**config.mk**
```make
export PLATFORM = sky130hd
export DESIGN_NAME = tcw_front
export DESIGN_NICKNAME = d
export VERILOG_FILES = /design/src/sv/tcw_pkg.sv /design/src/sv/tcw_front.sv
export SDC_FILE = /design/constraint.sdc
export NUM_CORES = 1
export LEC_CHECK = 0
export BUFFER_PORTS_ARGS = -buffer_cell sky130_fd_sc_hd__buf_2
export CAP_MARGIN = 10
export CORE_AREA = 2 2 39 41
export DETAILED_ROUTE_END_ITERATION = 6
export DIE_AREA = 0 0 41 43
export SETUP_SLACK_MARGIN = 0.5
export SYNTH_ARGS = -nofsm -noshare
export SYNTH_HDL_FRONTEND = slang
export SYNTH_SLANG_ARGS = --single-unit
```
**constraint.sdc**
```tcl
create_clock -name vclk -period 2.5
set_input_delay 0.5 -clock vclk [all_inputs]
set_output_delay 0.5 -clock vclk [all_outputs]
set_load 0.005 [all_outputs]
```
**src/sv/tcw_pkg.sv**
```systemverilog
package tcw_pkg;

  localparam int SCREEN_WIDTH_DEF  = 80;
  localparam int SCREEN_HEIGHT_DEF = 25;
  localparam int QUEUE_DEPTH_DEF   = 4;

  localparam int CHAR_W   = 8;
  localparam int INDEX_W  = 11;
  localparam int CELL_W   = 16;
  localparam int COLOR_W  = 4;
  localparam int CFG_IDX_W  = 1;
  localparam int CFG_DATA_W = 4;
  localparam int TAB_STEP = 5;

  localparam logic [CHAR_W-1:0] CHAR_NEWLINE   = 8'h0A;
  localparam logic [CHAR_W-1:0] CHAR_RETURN    = 8'h0D;
  localparam logic [CHAR_W-1:0] CHAR_TAB       = 8'h09;
  localparam logic [CHAR_W-1:0] CHAR_BACKSPACE = 8'h08;
  localparam logic [CHAR_W-1:0] CHAR_SPACE     = 8'h20;

  localparam logic [CELL_W-1:0]  BLANK_RESET = 16'h0720;
  localparam logic [COLOR_W-1:0] FG_RESET    = 4'd7;
  localparam logic [COLOR_W-1:0] BG_RESET    = 4'd0;

  localparam logic [CFG_IDX_W-1:0] REG_FOREGROUND = 1'b0;
  localparam logic [CFG_IDX_W-1:0] REG_BACKGROUND = 1'b1;

  localparam logic CMD_PUT  = 1'b0;
  localparam logic CMD_READ = 1'b1;

  typedef enum logic [2:0] {
    OP_READ,
    OP_PUT,
    OP_NEWLINE,
    OP_RETURN,
    OP_TAB,
    OP_BACKSPACE
  } op_t;

  typedef struct packed {
    op_t                op;
    logic [CHAR_W-1:0]  char_code;
    logic [INDEX_W-1:0] cell_index;
  } item_t;

  typedef struct packed {
    logic clearing;
  } back_status_t;

  typedef enum logic [2:0] {
    ST_CLEAR,
    ST_IDLE,
    ST_READ,
    ST_COPY,
    ST_FILL
  } back_state_t;

endpackage

```
**src/sv/tcw_front.sv**
```systemverilog
module tcw_front (
  input  logic                          in_valid,
  output logic                          in_stall,
  input  logic                          in_command,
  input  logic [tcw_pkg::CHAR_W-1:0]    in_char_code,
  input  logic [tcw_pkg::INDEX_W-1:0]   in_cell_index,
  input  logic                          q_full,
  input  tcw_pkg::back_status_t         status,
  output logic                          push,
  output tcw_pkg::item_t                push_item
);
  import tcw_pkg::*;

  function automatic op_t classify(input logic cmd, input logic [CHAR_W-1:0] ch);
    op_t op;
    if (cmd == CMD_READ) begin
      op = OP_READ;
    end else begin
      case (ch)
        CHAR_NEWLINE:   op = OP_NEWLINE;
        CHAR_RETURN:    op = OP_RETURN;
        CHAR_TAB:       op = OP_TAB;
        CHAR_BACKSPACE: op = OP_BACKSPACE;
        default:        op = OP_PUT;
      endcase
    end
    return op;
  endfunction

  assign in_stall = q_full || status.clearing;
  assign push     = in_valid && !in_stall;

  always_comb begin
    push_item.op         = classify(in_command, in_char_code);
    push_item.char_code  = in_char_code;
    push_item.cell_index = in_cell_index;
  end

endmodule

```
# After elaboration in Yosys (flattened, before gate mapping)
# Index checks and enable logic that the tools add are counted.
dict set report op_classes {
  eq_ne 4
  muxes 2
  n_reduce_logical 3
}
# cell n
set ops {}
lappend ops {{$eq 8x4->1 const B} 4}
lappend ops {{$pmux 3 s4} 1}
lappend ops {{$mux 3} 1}
lappend ops {{$logic_and 1x1->1} 1}
lappend ops {{$logic_not 1->1} 1}
lappend ops {{$logic_or 1x1->1} 1}
dict set report totals {
  register_bits 0
  input_bits 23
  out_inout_bits 24
  word_cells 9
}

# Depth between registers and ports, before layout
dict set report logic_depth {
  ltp_word 3
  depth_mapped 2
  mapped_depth_nobuf 2
}

# Worst setup path before layout
# Ideal clock, no wire load.
dict set report synth_timing {
  kind {input -> output}
  start {input port in_char_code[5] (netlist name)}
  end {output port push_item[21] (netlist name)}
  arrival_time_ns 1.275
  setup_slack_ns 0.725
  cell_stages 2
  path_buffers 0
  path_cell_list {or4b_4 > nor4b_2}
}
# item line_no
set synth_rtl {}
lappend synth_rtl {{start: declaration} tcw_front.sv:5} ;# input logic [tcw_pkg::CHAR_W-1:0] in_char_code,
lappend synth_rtl {{end: declaration} tcw_front.sv:10} ;# output tcw_pkg::item_t push_item

==> summary.txt <==
Setup path
  • Startpoint Class: input pin
  • Crit Path Class: input pin to primary output
  • Critical path endpoint category: primary output
  • Crit path required time: ~2000 ps
  • Crit path DAT: 1510 ps
  • CP Max Fanout: 3

Timing
  • Final hold vios: 0
  • Final Max Tran Viols: 0
  • Tmin final: 2010 ps
  • RSZ-0062 raised after global routing: yes
  • Final worst slack: 492 ps
  • Maximum clock frequency: 0.498 GHz
  • Slew @ Worst Pin: between 200 and 250 ps
  • # setup viols final: 0
  • Hold Worst Slack: 1000 ps
  • Setup TNS Final: 0 ps
  • Slew headroom: 85.1%
  • Period utilization: 80.3%

Global route
  • Global-route wire length before repair: ~750 um
  • GR Layer Usage met3: less than 1%
  • Initial antenna violation count: 0
  • Busiest grt layer: met1
  • Total GRT Usage: 5.69%
  • Met2 global-route usage: 8.44%
  • Largest net degree at the start of global routing: 6
  • Vias in the first global route: 177
  • Met1 Usage GRT: 8.86%
  • Grt total ovfl: 0

Power and ir drop
  • Switching Share: 45.5%
  • Gate power share: 100.0%
  • LEAKAGE: 0.140 nW
  • Sw Pwr: approximately 0.016 mW
  • Max VDD drop: roughly 0.035 mV
  • Power, Total: ~0.036 mW
  • Clk network pwr share: 0%
  • Int Pwr: 0.0197 mW
  • Pwr/cell area: 130 nW/um^2
  • Seq pwr share: 0%

Cells and area
  • Seq Cell Count: 0
  • Final net count: 63
  • Layout cell share with drive strength beyond 1: just under 80%
  • Layout area overhead: 12.1%
  • Register area: 0 um^2
  • Final Non-Filler Cells: between 50 and 60
  • Core Util, Final: 20.1%
  • Filler cell count: 154
  • Clkbuf count: 0
  • Diodes inserted: 0
  • Post-route design area: 278 um^2

Die
  • Initial Util: 17.9%
  • Placeable Area: 1380 um^2
  • I/O pin total: 47
  • DIE AREA: 1760 um^2
  • Die W: 41 um
  • Chip height: 43 um
  • Core Rows: 14

Place
  • Detail Placement HPWL: 499 um
  • GPL Wtd Cong: 0.623
  • Number of port buffers: 25
  • Placed inst area: 250 um^2
  • Placed cells: 54
  • DP Worst Slack: 440 ps

Run status
  • Status: finished clean

Logic synthesis
  • Synth Instances: 32
  • Mean Syn Cell Area: around 7.7 um^2
  • Post-synth net total: 55
  • Cell area after synthesis: 248 um^2
  • Sequential share of the synthesized area: 0%
  • Number of synthesis warnings: 0
  • Distinct cells, synth: 12

Drt
  • DRC viols: 0
  • Vias per Instance: 3.91
  • Total Routed Length: 556 um
  • 1st-pass router iterations: 1
  • Routed WL per cell: between 10 and 15 um
  • 1st-iter DRT viols: 0
  • Final ANT Viol Nets: 0
  • Vias: 211

Clocking
  • Setup bufs post-CTS: 0

Worst hold path
  • Hold Path End: push_item[9]
  • Worst Hold Class: input pin to primary output
  • Hold_sp: in_cell_index[9]
  • Hold Crit Depth: 0

Job
  • Max-cap violations: 0
[power by group through the flow]
stage / sequential (mW) / combinational (mW) / clock, mW
finish: 0 / 0.0362 / 0
global route: 0 / 0.0398 / 0
CTS: 0 / 0.0367 / 0
detailed placement: 0 / 0.0325 / 0
global placement: 0 / 0.0320 / 0
floorplan: 0 / 0.0320 / 0
[worst max-delay path by stage]
| stage | from | end | slack [ps] | cells past startpoint |
|---|---|---|---|---|
| after CTS | in_char_code[6] | push_item[20] | 490 | 4 |
| after global placement | in_char_code[5] | push_item[20] | 470 | 4 |
| after global routing | in_char_code[6] | push_item[20] | 460 | 4 |
| final | in_char_code[6] | push_item[21] | 490 | 4 |
| after detailed placement | in_char_code[5] | push_item[20] | 440 | 4 |
| after floorplan | in_char_code[5] | push_item[21] | 720 | 2 |
[final cells by class]
class | instances | area [um^2] | area share, %
Multi-Input combinational cell | 11 | 113 | 40.5
Timing Repair Buffer | 25 | 138 | 49.5
Tap cell | 16 | 20.0 | 7.21
Inverter | 2 | 7.51 | 2.70
[cells in the final DEF (no fill, tap or decap), drive strengths merged]
master   synthesis  final
a41oi            1      1
a2111oi          1      1
nor4b            1      1
xor2             1      1
buf             19     25
nor4             1      1
nand3b           1      1
or2              1      1
or3b             1      1
or4b             1      1
inv              2      2
nor2             2      2
[cells in the mapped netlist]
cell type / n / area share [%]
xor2_1: 1 / 3.5
or3b_1: 1 / 3.5
nor4_1: 1 / 2.5
inv_1: 2 / 3.0
nor2_1: 2 / 3.0
a41oi_1: 1 / 3.5
or4b_4: 1 / 5.6
or2_2: 1 / 2.5
nand3b_1: 1 / 3.0
buf_4: 19 / 58
a2111oi_2: 1 / 6.1
nor4b_2: 1 / 6.1
[cell families after synthesis]
| family | share of synthesized area, % |
|---|---|
| buffers and inverters | 60.6 |
| and+or+nand+nor | 26.3 |
| AOI/OAI and AO/OA | 9.59 |
| xor gates and xnor gates | 3.54 |
[worst max-delay path, cell delays in order]
cell and delay (ps):
buf_6 90, or4b_4 550, nor4b_2 210, buf_2 150
[timing repair]
action	in CTS	in global routing
gates cloned	0	0
hold buffers	0	0
pin swaps	2	0
setup endpoints to repair	2	2
resized for setup	4	0
[per-layer routing]
metal | wire (um) | vias up
met5 | 0 | -
met4 | 5 | 0
met3 | 109 | 2
met2 | 204 | 29
met1 | 236 | 78
li1 | - | 102
No activity file was read; power rests on OpenSTA's default activity.
