--- src/sv/tcw_pkg.sv ---
package tcw_pkg;

  localparam int SCREEN_WIDTH_DEF  = 80;
  localparam int SCREEN_HEIGHT_DEF = 25;
  localparam int QUEUE_DEPTH_DEF   = 4;

  localparam int CHAR_W   = 8;
  localparam int INDEX_W  = 11;
  localparam int CELL_W   = 16;
  localparam int COLOR_W  = 4;
  localparam int CFG_IDX_W  = 1;
  localparam int CFG_DATA_W = 4;
  localparam int TAB_STEP = 5;

  localparam logic [CHAR_W-1:0] CHAR_NEWLINE   = 8'h0A;
  localparam logic [CHAR_W-1:0] CHAR_RETURN    = 8'h0D;
  localparam logic [CHAR_W-1:0] CHAR_TAB       = 8'h09;
  localparam logic [CHAR_W-1:0] CHAR_BACKSPACE = 8'h08;
  localparam logic [CHAR_W-1:0] CHAR_SPACE     = 8'h20;

  localparam logic [CELL_W-1:0]  BLANK_RESET = 16'h0720;
  localparam logic [COLOR_W-1:0] FG_RESET    = 4'd7;
  localparam logic [COLOR_W-1:0] BG_RESET    = 4'd0;

  localparam logic [CFG_IDX_W-1:0] REG_FOREGROUND = 1'b0;
  localparam logic [CFG_IDX_W-1:0] REG_BACKGROUND = 1'b1;

  localparam logic CMD_PUT  = 1'b0;
  localparam logic CMD_READ = 1'b1;

  typedef enum logic [2:0] {
    OP_READ,
    OP_PUT,
    OP_NEWLINE,
    OP_RETURN,
    OP_TAB,
    OP_BACKSPACE
  } op_t;

  typedef struct packed {
    op_t                op;
    logic [CHAR_W-1:0]  char_code;
    logic [INDEX_W-1:0] cell_index;
  } item_t;

  typedef struct packed {
    logic clearing;
  } back_status_t;

  typedef enum logic [2:0] {
    ST_CLEAR,
    ST_IDLE,
    ST_READ,
    ST_COPY,
    ST_FILL
  } back_state_t;

endpackage

--- src/sv/tcw_queue.sv ---
module tcw_queue #(
  parameter int DEPTH = tcw_pkg::QUEUE_DEPTH_DEF
) (
  input  logic           clk,
  input  logic           rst_n,
  input  logic           push,
  input  tcw_pkg::item_t push_item,
  output logic           full,
  input  logic           pop,
  output logic           empty,
  output tcw_pkg::item_t head_item
);
  import tcw_pkg::*;

  localparam int PW = (DEPTH > 1) ? $clog2(DEPTH) : 1;
  localparam int NW = $clog2(DEPTH + 1);

  item_t         slots_r [DEPTH];
  logic [PW-1:0] wr_ptr_r, wr_ptr_nxt;
  logic [PW-1:0] rd_ptr_r, rd_ptr_nxt;
  logic [NW-1:0] count_r, count_nxt;

  assign full      = count_r == NW'(DEPTH);
  assign empty     = count_r == '0;
  assign head_item = slots_r[rd_ptr_r];

  always_comb begin
    wr_ptr_nxt = wr_ptr_r;
    rd_ptr_nxt = rd_ptr_r;
    count_nxt  = count_r;
    if (push) begin
      wr_ptr_nxt = (wr_ptr_r == PW'(DEPTH - 1)) ? '0 : wr_ptr_r + 1'b1;
    end
    if (pop) begin
      rd_ptr_nxt = (rd_ptr_r == PW'(DEPTH - 1)) ? '0 : rd_ptr_r + 1'b1;
    end
    if (push && !pop) begin
      count_nxt = count_r + 1'b1;
    end else if (pop && !push) begin
      count_nxt = count_r - 1'b1;
    end
  end

  always_ff @(posedge clk) begin
    if (!rst_n) begin
      wr_ptr_r <= '0;
      rd_ptr_r <= '0;
      count_r  <= '0;
    end else begin
      wr_ptr_r <= wr_ptr_nxt;
      rd_ptr_r <= rd_ptr_nxt;
      count_r  <= count_nxt;
    end
  end

  always_ff @(posedge clk) begin
    if (push) begin
      slots_r[wr_ptr_r] <= push_item;
    end
  end

endmodule

--- config.mk ---
export PLATFORM = sky130hd
export DESIGN_NAME = tcw_queue
export DESIGN_NICKNAME = d
export VERILOG_FILES = /design/src/sv/tcw_pkg.sv /design/src/sv/tcw_queue.sv
export SDC_FILE = /design/constraint.sdc
export NUM_CORES = 1
export LEC_CHECK = 0
export BUFFER_PORTS_ARGS = -buffer_cell sky130_fd_sc_hd__buf_2
export CORE_ASPECT_RATIO = 0.7
export CORE_UTILIZATION = 60
export CTS_CLUSTER_DIAMETER = 50
export CTS_CLUSTER_SIZE = 14
export DETAILED_ROUTE_END_ITERATION = 8
export PLACE_DENSITY = 0.89
export SYNTH_ARGS = -nofsm -noshare
export SYNTH_HDL_FRONTEND = slang
export SYNTH_SLANG_ARGS = --single-unit
--- constraint.sdc ---
create_clock -name clk -period 3 [get_ports clk]
set_clock_uncertainty 0.1 [all_clocks]
set_input_delay 0.6 -clock clk [delete_from_list [all_inputs] [get_ports clk]]
set_output_delay 0.6 -clock clk [all_outputs]
set_load 0.005 [all_outputs]
**Word level (Yosys, flattened, before mapping)**

Memories as Yosys holds them, arrays and structs flattened. A register that Yosys moved wholly into a read port is not among the register bits.
Index checks and enable logic that the tools add are counted.

- Bits in latches: 0
- Memory bits (writable): 88
- Bits in read-only memories: 0
- Register bits after elaboration: 7
- Memories: 1

- Div/mod/pow operators: 0
- Multiply operators: 0
- Order comparisons: 0
- Eq/ne operators: 3
- Mux-type cells: 8
- $add $sub $neg: 4
- Reduce and logical (&&, ||, !) cells: 6
- Bitwise operators: 0
- Shift-type cells: 0

Memory list:

| name | depth | bits a word | read ports | clocked after memory_dff | wr ports | RTL line | text |
|---|---|---|---|---|---|---|---|
| slots_r | 4 | 22 | 1 | 1 | 1 | tcw_queue.sv:18 | `item_t slots_r [DEPTH];` |

Operators with widths:

| cell | count |
|---|---|
| $mux 2 | 4 |
| $mux 3 | 2 |
| $add 2x1->2 const B | 2 |
| $eq 2x2->1 const B | 2 |
| $add 3x1->3 const B | 1 |
| $eq 3x3->1 const B | 1 |
| $logic_not 3->1 | 1 |
| $sub 3x1->3 const B | 1 |
| $logic_and 1x1->1 | 2 |
| $logic_not 1->1 | 2 |
| $mux 1 | 2 |
| $reduce_bool 2->1 | 1 |

**Logic depth before layout (Yosys ltp)**

- Depth in word-level cells: 4
- Mapped depth: 7

**Worst setup path after synthesis**

OpenSTA, ideal clock, no wires.

- Path kind: input-to-reg
- From: input pop
- To: register count_r[2]
- Library setup time: 0.076 ns
- Arrival: 1.804 ns
- Buffers on the path: 0
- Path slack: 1.021 ns
- Stages on the path: 7
- Path through: inv_1 -> ha_1 -> inv_1 -> fa_1 -> xor2_1 -> or3_1 -> a21boi_0

- Cells in the longest elaborated chain, start to end: 3

RTL lines:

| item | RTL line | text |
|---|---|---|
| from (decl) | tcw_queue.sv:9 | `input logic pop,` |
| $logic_not 1->1 | tcw_queue.sv:37 | `if (push && !pop) begin` |
| $logic_and 1x1->1 | tcw_queue.sv:37 |  |
| $mux 3 / $reduce_bool 2->1 (equally long branches) | n/a |  |
| to (signal assigned) | tcw_queue.sv:52 | `count_r <= count_nxt;` |
| to (decl) | tcw_queue.sv:21 | `logic [NW-1:0] count_r, count_nxt;` |

Parallel ways exist; a longest one is shown, timed or not.
A chain may end at the register's enable or synchronous reset.

==> flow_metrics.tcl <==
set metrics [dict create \
    period_share_pct 83.57 \
    worst_pin_slew_ns 0.6948 \
    cts_hold_buffers 0 \
    slew_headroom_pct 53.68 \
    fp.dieH_um 67.13 \
    dp_slack_ns 0.7470 \
    worst_slack_ns 0.4928 \
    tns_ns 0 \
    finalHoldViolations 0 \
    cts_tree "yes" \
    cts_max_level 3 \
    yosysMostFrequentCell "edfxtp_1" \
    vias 1648 \
    ys_async_sr_fraction_pct 0 \
    start_kind "flop" \
    clkTransAtPathRegs_ns 0.09 \
    yosys-top-cells-area "edfxtp_1 73%, mux4_2 12%, dfxtp_1 5.0%" \
    synth_nets 191 \
    cp-endpoint "head_item[15]" \
    synthCells 158 \
    critPathMaxFanout 22 \
    dieArea_um2 6380 \
    synthTopCellsByCount "88 x edfxtp_1, 20 x mux4_2, 9 x dfxtp_1, 6 x ha_1" \
    r2r_slack_ns 1.10 \
    yosysWarnings 0 \
    routed_wl_um 5682 \
    io_pins 50 \
    dr.pass1.iters 4 \
    grt_max_degree 23 \
    rr_endpoint "slots_r[3][15]" \
    ys_ff_latch 97 \
    ir_drop_mv 0.3826 \
    initial_utilization_pct 62.86 \
    track_usage_pct 20.43 \
    power_density_nw_per_um2 630.4 \
    rows 23 \
    synth-main-ff-cell "edfxtp_1" \
    r2r-start "wr_ptr_r[0]" \
    dp_hpwl_um 3834 \
    synth_edf_count 88 \
    cts_buffer_depth 2 \
    syn_avg_cell_area_um2 23.01 \
    drv_slew 0 \
    syn-cell-area_um2 3636 \
    timing.fmax_ghz 0.3988 \
    clockRootBuffer "clkbuf_8" \
    detail_route.wl_per_cell_um 18.94 \
    antenna_cells 0 \
    clk_latency_ns 0.35 \
    synth_top_area_share_pct 72.68 \
    setup_viol_count_final 0 \
    synth_largest_area_cell "edfxtp_1" \
    grt_pass1_wl_um 8673 \
    outcome "completed" \
    max_cap_violations 0 \
    cp-end-kind "output port" \
    antenna_found_initial 0 \
    coreArea_um2 5784 \
    rr_worst_depth 3 \
    cpMaxStageDelayCell "mux4_2" \
    grt_pass1_vias 1685 \
    post-route-min-period_ns 2.507 \
    postCtsSetupRepairBufs 0 \
    drc 0 \
    leakagePower_nw 1.468 \
    cts_resized 0 \
    drive_above_1_share_pct 40.00 \
    rsz0062_at_grt "no" \
    critPathKind "reg2out" \
    area_growth_pct 15.11 \
    crit_required_ns 2.30 \
    ys_seq_area_share_pct 77.63 \
    min-delay-path-class "in2reg" \
    overflow 0 \
    place.gp.congestion 0.6914 \
    finalNetCount 253 \
    cts.sinks 97 \
    vias_per_cell 5.493 \
    crit_chain "buf_4, mux4_2, buf_2" \
    port_buffers 49 \
    final_antenna_net_count 0 \
    synth.distinct_cells 21 \
    die_w_um 95.05 \
    cts_buffers 9 \
    cpPeakStageDelay_ns 0.60 \
    critPathArrivalTime_ns 1.81 \
    drtIter0Drc 131 \
]
[routing by layer]
metal  vias up  track usage, %  share of wire [%]  routed length (µm)
met4         0           6.818                1.2                  68
met3         9           6.081                5.3                 301
li1        770               -                  -                   -
met5         -               0                  0                   0
met2        55           34.80                 50                2826
met1       814           25.63                 44                2486
[cell families (layout without fill, tap and decap cells)]
| logic type | after synthesis | count (layout) | share of synthesized area, % |
|---|---|---|---|
| buffers and inverters | 8 | 75 | 1.307 |
| adder cells (fa/ha/maj) | 7 | 7 | 2.615 |
| AND/OR/NAND/NOR | 15 | 15 | 2.478 |
| flip-flops | 97 | 97 | 77.63 |
| multiplexers | 26 | 26 | 14.93 |
| XOR/XNOR | 2 | 2 | 0.4818 |
| AO/OA/AOI/OAI | 3 | 3 | 0.5506 |
[per-stage QoR]
| step | instance area, µm² | cells | power [mW] | utilization, % | hold WS (ns) |
|---|---|---|---|---|---|
| after floorplan | 3636 | 158 | 1.741 | - | 0.3724 |
| after global placement | 3989 | 284 | 1.840 | 68.96 | 0.3915 |
| after detailed placement | 3989 | 284 | 1.856 | 68.96 | 0.4115 |
| after CTS | 4185 | 300 | 2.659 | 72.36 | 0.3467 |
| after global routing | 4185 | 300 | 2.736 | 72.36 | 0.3457 |
| final | 4185 | 300 | 2.638 | 72.36 | 0.3586 |
[worst min-delay path by stage]
| stage | start | to | slack (ns) | cells past startpoint |
|---|---|---|---|---|
| 4_1_cts | push_item[5] | slots_r[3][5] | 0.35 | 1 |
| 5_1_grt | push_item[11] | slots_r[0][11] | 0.35 | 1 |
| 2_1_floorplan | count_r[2] | count_r[2] | 0.37 | 2 |
| 6_report | push_item[5] | slots_r[3][5] | 0.36 | 1 |
| 3_5_place_dp | count_r[2] | count_r[2] | 0.41 | 2 |
| 3_3_place_gp | count_r[2] | count_r[2] | 0.39 | 2 |
[power by group]
| part | switching, mW | internal (mW) |
|---|---|---|
| logic | 0.122 | 0.129 |
| clock network | 0.411 | 0.405 |
| registers | 0.0282 | 1.54 |
| total | 0.561 | 2.08 |
[cell type report]
cell class / count / area, µm²
Tap cell: 75 / 93.84
Inverter: 4 / 15.01
Clock inverter: 5 / 55.05
Timing Repair Buffer: 55 / 290.3
Fill cell: 336 / 1599
Sequential cell: 97 / 2824
Multi-Input combinational cell: 53 / 765.7
Clock buffer: 11 / 141.4
[critical path, delay by kind of cell, from the launching register on]
kind / cells / cell delay, ns
buffers and inverters: 2 / 0.53
multiplexers: 1 / 0.60
flip-flops: 1 / 0.32
[cell usage in the layout, fill, tap and decap left out]
master / netlist / final
buf_2: 2 / 49
clkbuf_1: 0 / 1
and2_1: 5 / 5
nor2b_1: 5 / 5
edfxtp_1: 88 / 88
inv_1: 4 / 4
clkbuf_8: 0 / 10
xnor2_1: 1 / 1
a21boi_0: 1 / 1
dfxtp_2: 0 / 1
nor3b_1: 1 / 1
bufinv_16: 0 / 1
fa_1: 1 / 1
clkinv_2: 0 / 1
buf_4: 0 / 6
o21ai_0: 1 / 1
or3_1: 1 / 1
nor2_1: 1 / 1
mux2i_1: 4 / 4
xor2_1: 1 / 1
clkinv_1: 0 / 1
mux4_1: 2 / 2
mux4_2: 20 / 20
dfxtp_1: 9 / 8
ha_1: 6 / 6
clkinv_4: 0 / 1
clkinvlp_4: 0 / 1
nor3_1: 2 / 2
o21a_1: 1 / 1
[registers in the layout (all words and copies together), names as in the netlist, named ones only]
signal / count
rd_ptr_r: 2
count_r: 3
slots_r: 88
wr_ptr_r: 2
(Power assumes the default switching activity.)
